File: config.mk
export PLATFORM = sky130hd
export DESIGN_NAME = fmtile_ctrl
export DESIGN_NICKNAME = d
export VERILOG_FILES = /design/src/hw/rtl/fmtile_pkg.sv /design/src/hw/rtl/fmtile_ctrl.sv
export SDC_FILE = /design/constraint.sdc
export NUM_CORES = 1
export LEC_CHECK = 0
export BUFFER_PORTS_ARGS = -buffer_cell sky130_fd_sc_hd__buf_2
export CAP_MARGIN = 20
export CORE_MARGIN = 2
export CORE_UTILIZATION = 35
export CTS_BUF_LIST = sky130_fd_sc_hd__clkbuf_4 sky130_fd_sc_hd__clkbuf_8 sky130_fd_sc_hd__clkbuf_16
export DETAILED_ROUTE_END_ITERATION = 10
export PLACE_DENSITY = 0.67
export SETUP_SLACK_MARGIN = 0.3
export SYNTH_ARGS = -nofsm -noshare
export SYNTH_HDL_FRONTEND = slang
export SYNTH_SLANG_ARGS = --single-unit
export TNS_END_PERCENT = 100
File: constraint.sdc
create_clock -name clk -period 2.2 [get_ports clk]
set_input_delay 0.11 -clock clk [delete_from_list [all_inputs] [get_ports clk]]
set_output_delay 0.11 -clock clk [all_outputs]
set_load 0.05 [all_outputs]
File: src/hw/rtl/fmtile_pkg.sv
`timescale 1ns / 1ps
// ----------------------------------------------------------------------------
// fmtile_pkg
// shared types and constants for the float matmul tile engine
// ----------------------------------------------------------------------------
package fmtile_pkg;

    localparam int DIM        = 64;
    localparam int IDX_W      = 6;
    localparam int ADDR_W     = 2 * IDX_W;
    localparam int TILE_ROWS  = 8;
    localparam int TILE_COLS  = 4;
    localparam int NSLOTS     = TILE_ROWS * TILE_COLS;
    localparam int SLOT_W     = 5;
    localparam int FMA_LAT    = 8;
    localparam int DRAIN_CYCLES = FMA_LAT + 2;
    localparam int DRAIN_W    = 4;

    localparam logic [1:0] OP_WR_A = 2'd0;
    localparam logic [1:0] OP_WR_B = 2'd1;
    localparam logic [1:0] OP_TILE = 2'd2;

    typedef enum logic [1:0] {
        ST_IDLE,
        ST_RUN,
        ST_DRAIN,
        ST_EMIT
    } state_t;

    typedef struct packed {
        logic [1:0]  operation;
        logic [5:0]  elem_row;
        logic [5:0]  elem_col;
        logic [31:0] elem_value;
        logic [2:0]  tile_row_block;
        logic [3:0]  tile_col_block;
    } req_item_t;

    typedef struct packed {
        logic [5:0]  out_row;
        logic [5:0]  out_col;
        logic [31:0] out_value;
        logic        last_of_tile;
    } res_item_t;

    typedef struct packed {
        logic              wr_a;
        logic              wr_b;
        logic              load_tile;
        logic              issue;
        logic              first_k;
        logic [SLOT_W-1:0] slot;
        logic [IDX_W-1:0]  k;
        logic              emit_load;
        logic              emit_last;
    } dp_cmd_t;

    typedef struct packed {
        logic res_busy;
    } dp_status_t;

endpackage

File: src/hw/rtl/fmtile_ctrl.sv
`timescale 1ns / 1ps
// ----------------------------------------------------------------------------
// fmtile_ctrl
// controller: request decode, fma issue sequencing, result emission
// ----------------------------------------------------------------------------
module fmtile_ctrl (
    input  logic                   clk,
    input  logic                   rst_n,
    input  logic                   req_valid,
    input  fmtile_pkg::req_item_t  req,
    output logic                   req_ready,
    input  fmtile_pkg::dp_status_t status,
    output fmtile_pkg::dp_cmd_t    cmd
);

    fmtile_pkg::state_t state_reg, state_next;

    logic [fmtile_pkg::SLOT_W-1:0]  slot_reg, slot_next;
    logic [fmtile_pkg::IDX_W-1:0]   k_reg, k_next;
    logic [fmtile_pkg::DRAIN_W-1:0] drain_reg, drain_next;

    logic accept, elem_ok, tile_ok, run_done, drain_done, emit_done;

    assign accept  = req_valid && req_ready;
    assign elem_ok = (7'(req.elem_row) < 7'(fmtile_pkg::DIM))
                  && (7'(req.elem_col) < 7'(fmtile_pkg::DIM));
    assign tile_ok = (7'({req.tile_row_block, 3'b000}) + 7'(fmtile_pkg::TILE_ROWS)
                        <= 7'(fmtile_pkg::DIM))
                  && (7'({req.tile_col_block, 2'b00}) + 7'(fmtile_pkg::TILE_COLS)
                        <= 7'(fmtile_pkg::DIM));
    assign run_done   = (slot_reg == fmtile_pkg::SLOT_W'(fmtile_pkg::NSLOTS - 1))
                     && (k_reg == fmtile_pkg::IDX_W'(fmtile_pkg::DIM - 1));
    assign drain_done = (drain_reg == fmtile_pkg::DRAIN_W'(fmtile_pkg::DRAIN_CYCLES - 1));
    assign emit_done  = !status.res_busy
                     && (slot_reg == fmtile_pkg::SLOT_W'(fmtile_pkg::NSLOTS - 1));

    // next state
    always_comb
    begin
        state_next = state_reg;
        case (state_reg)
            fmtile_pkg::ST_IDLE:
                if (accept && (req.operation == fmtile_pkg::OP_TILE) && tile_ok)
                    state_next = fmtile_pkg::ST_RUN;
            fmtile_pkg::ST_RUN:
                if (run_done)
                    state_next = fmtile_pkg::ST_DRAIN;
            fmtile_pkg::ST_DRAIN:
                if (drain_done)
                    state_next = fmtile_pkg::ST_EMIT;
            fmtile_pkg::ST_EMIT:
                if (emit_done)
                    state_next = fmtile_pkg::ST_IDLE;
            default:
                state_next = fmtile_pkg::ST_IDLE;
        endcase
    end

    // outputs
    always_comb
    begin
        req_ready     = 1'b0;
        cmd           = '0;
        cmd.slot      = slot_reg;
        cmd.k         = k_reg;
        cmd.first_k   = (k_reg == '0);
        cmd.emit_last = (slot_reg == fmtile_pkg::SLOT_W'(fmtile_pkg::NSLOTS - 1));
        case (state_reg)
            fmtile_pkg::ST_IDLE:
            begin
                req_ready     = 1'b1;
                cmd.wr_a      = req_valid && (req.operation == fmtile_pkg::OP_WR_A) && elem_ok;
                cmd.wr_b      = req_valid && (req.operation == fmtile_pkg::OP_WR_B) && elem_ok;
                cmd.load_tile = req_valid && (req.operation == fmtile_pkg::OP_TILE);
            end
            fmtile_pkg::ST_RUN:
                cmd.issue = 1'b1;
            fmtile_pkg::ST_DRAIN:
                cmd.issue = 1'b0;
            fmtile_pkg::ST_EMIT:
                cmd.emit_load = !status.res_busy;
            default:
                req_ready = 1'b0;
        endcase
    end

    // counters
    always_comb
    begin
        slot_next  = slot_reg;
        k_next     = k_reg;
        drain_next = drain_reg;
        case (state_reg)
            fmtile_pkg::ST_IDLE:
            begin
                slot_next  = '0;
                k_next     = '0;
                drain_next = '0;
            end
            fmtile_pkg::ST_RUN:
            begin
                slot_next = slot_reg + 1'b1;
                if (slot_reg == fmtile_pkg::SLOT_W'(fmtile_pkg::NSLOTS - 1))
                    k_next = k_reg + 1'b1;
            end
            fmtile_pkg::ST_DRAIN:
                drain_next = drain_reg + 1'b1;
            fmtile_pkg::ST_EMIT:
                if (!status.res_busy)
                    slot_next = slot_reg + 1'b1;
            default:
                slot_next = '0;
        endcase
    end

    always_ff @(posedge clk or negedge rst_n)
    begin
        if (!rst_n)
        begin
            state_reg <= fmtile_pkg::ST_IDLE;
            slot_reg  <= '0;
            k_reg     <= '0;
            drain_reg <= '0;
        end
        else
        begin
            state_reg <= state_next;
            slot_reg  <= slot_next;
            k_reg     <= k_next;
            drain_reg <= drain_next;
        end
    end

endmodule

==> results_dict.tcl <==
set metrics [dict create \
    hold_class "in -> reg" \
    start_kind "flop" \
    avgSynthCellArea_um2 9.30 \
    fillers 291 \
    die_h_um 59.3 \
    fp.dieArea_um2 3510 \
    pwr_density_cell_nw_per_um2 377 \
    maxCapViolations 0 \
    status "completed" \
    wl_per_cell_um 12.8 \
    drtAntennaViolNets 0 \
    initialDrtViolationCount 36 \
    synthTopCellsByArea "dfrtp_1 (40%), ha_1 (14%), nand2_1 (5.6%)" \
    ys_async_sr_fraction 1.00 \
    ios 76 \
    reg2reg_setup_slack_ps 360 \
    dp_hpwl_mm 1.74 \
    top_layer "met4" \
    rows 20 \
    io_buffer_count 24 \
    dr_wl_met2_mm 1.17 \
    synth.net_count 184 \
    synth_common_cells "dfrtp_1 (17), nand2_1 (16), ha_1 (12)" \
    synthToLayoutAreaGrowth_pct 27.4 \
    cts_max_level 1 \
    post-route-period-util 0.837 \
    drtPass1Iterations 4 \
    synth.most_common_cell "dfrtp_1" \
    synth-edff-count 0 \
    synth_top_area_share 0.398 \
    worst_pin_slew_ps 403 \
    min_period_ps 1840 \
    cts_buffers 3 \
    synth.cell_area_um2 1070 \
    cts.path.max_buffers 2 \
    yosysSeqAreaShare 0.398 \
    wl_met3_um 69 \
    clock-sinks 17 \
    cts.clk_slew.worst_paths_ps 100 \
    synth_warnings 0 \
    drive_above_1_share 0.319 \
    overflow 0 \
    drt-total-wl_mm 2.27 \
    leakage_nw 0.641 \
    relSlewSlack 0.732 \
    fin_cells 177 \
    slew_viol_final 0 \
    setup_violations 0 \
    core_um2 2980 \
    synthCells 115 \
    gp_congestion 0.774 \
    max_freq_mhz 543 \
    synth_cell_type_count 34 \
    synth_top_area_cell "dfrtp_1" \
    fp.dieW_um 59.3 \
    fin_nets 214 \
    drc 0 \
    hold_viol 0 \
    critPathKind "reg -> reg" \
    crit_arrival_ps 2020 \
    fin_setup_tns_ps 0 \
    grt_setup_unrepaired "true" \
    critPathMaxFanout 7 \
    clk_latency_ps 290 \
    ys_ff_latch 17 \
    routed_via_density 5.45 \
    via_count 965 \
    end_kind "flop" \
    drt-met1-wl_um 977 \
    grt_pass1_wl_mm 3.77 \
    synth-main-ff-cell "dfrtp_1" \
    grt_max_degree 18 \
    ir_drop_v 0.000136 \
    largest_register_ffs 6 \
    grt_pass1_vias 872 \
    start_util 0.359 \
    grt_use_total 0.145 \
    antenna_found_initial 0 \
    fin_skew_ps 3.12 \
    place_inst 171 \
    worstPathRequired_ps 2380 \
    n_antenna_cell 0 \
    tritoncts "built" \
    cts_root_buf "clkbuf_4" \
]
stage by stage:
stage           util  cell area [um2]  setup slack (ps)  power, mW  hold slack (ps)
2_1_floorplan      -             1140               125      0.321             -186
3_3_place_gp   0.436             1300               375      0.336             60.5
3_5_place_dp   0.436             1300               375      0.337             59.4
4_1_cts        0.452             1350               346      0.517              212
5_1_grt        0.458             1360               283      0.537              246
6_report       0.458             1360               358      0.513              225
where the power goes:
part | switching [mW] | total (mW) | internal (mW)
sequential | 0 | 0.312 | 0.312
combinational | 0.0132 | 0.0198 | 0.00660
clock | 0.0983 | 0.181 | 0.0829
total | 0.111 | 0.513 | 0.402
routing by layer:
metal | vias to the layer above | global-route usage
met3 | 5 | 0.0197
met1 | 464 | 0.174
met5 | - | 0
met2 | 26 | 0.243
li1 | 470 | -
met4 | 0 | 0.0877
critical path, cell delays in order, from the launching register on:
cell and delay, ps:
dfrtp_2 440, ha_4 160, and3_1 190, ha_4 180
nand4_2 140, o21ai_2 190, nand4_2 130, mux2_4 310
path summary, 6_finish.rpt:
path                       cells after the start            to    startpoint
hold reg to reg                                1  drain_reg[2]  drain_reg[2]
setup reg to reg                               7  state_reg[1]   slot_reg[1]
setup / recovery                               7  state_reg[1]   slot_reg[1]
max in group asynchronous                      2   slot_reg[2]         rst_n
min in group asynchronous                      2      k_reg[2]         rst_n
hold / removal                                 3   slot_reg[3]        status
placed cells by master (no fill, tap or decap), drive strengths merged:
cell and n:
inv 9, a41oi 1, xor2 3, nand3 4, o21bai 1, clkbuf 4
o22ai 1, nand2 16, a21o 1, and3 1, nor2 5, a31o 1
and4 2, dfrtp 17, buf 25, nand4 3, o31ai 1, a211oi 1
nor4 1, ha 12, nand2b 1, o21ai 14, nor3b 2, a221o 1
dlygate4sd3 1, a32o 1, nor3 4, mux2 2, a21oi 6, nor2b 2
nand3b 1
what timing repair did:
action	CTS	global route
cloned	0	0
gates resized for setup	3	1
hold endpoints to repair	17	0
hold buffers	1	0
setup buffers	0	1
endpoints found under the setup margin	3	4
cell type report:
type / instances / area, um2 / share of cell area
multi-input cells: 88 / 686 / 0.503
flip-flops and latches: 17 / 429 / 0.315
repair buffers: 26 / 143 / 0.105
well taps: 33 / 41.3 / 0.0303
inverters: 9 / 33.8 / 0.0248
clock buffers: 4 / 30.0 / 0.0220
cell families (layout without fill, tap and decap cells):
group,after synthesis,after routing,share of synthesized area
AOI/OAI and AO/OA,29,29,0.170
xor gates and xnor gates,3,3,0.0246
adders and majority gates,12,12,0.140
buffers and inverters,10,39,0.0363
DFF,17,17,0.398
muxes,2,2,0.0246
and+or+nand+nor,42,42,0.207
Power figures use the tool's default switching activity.
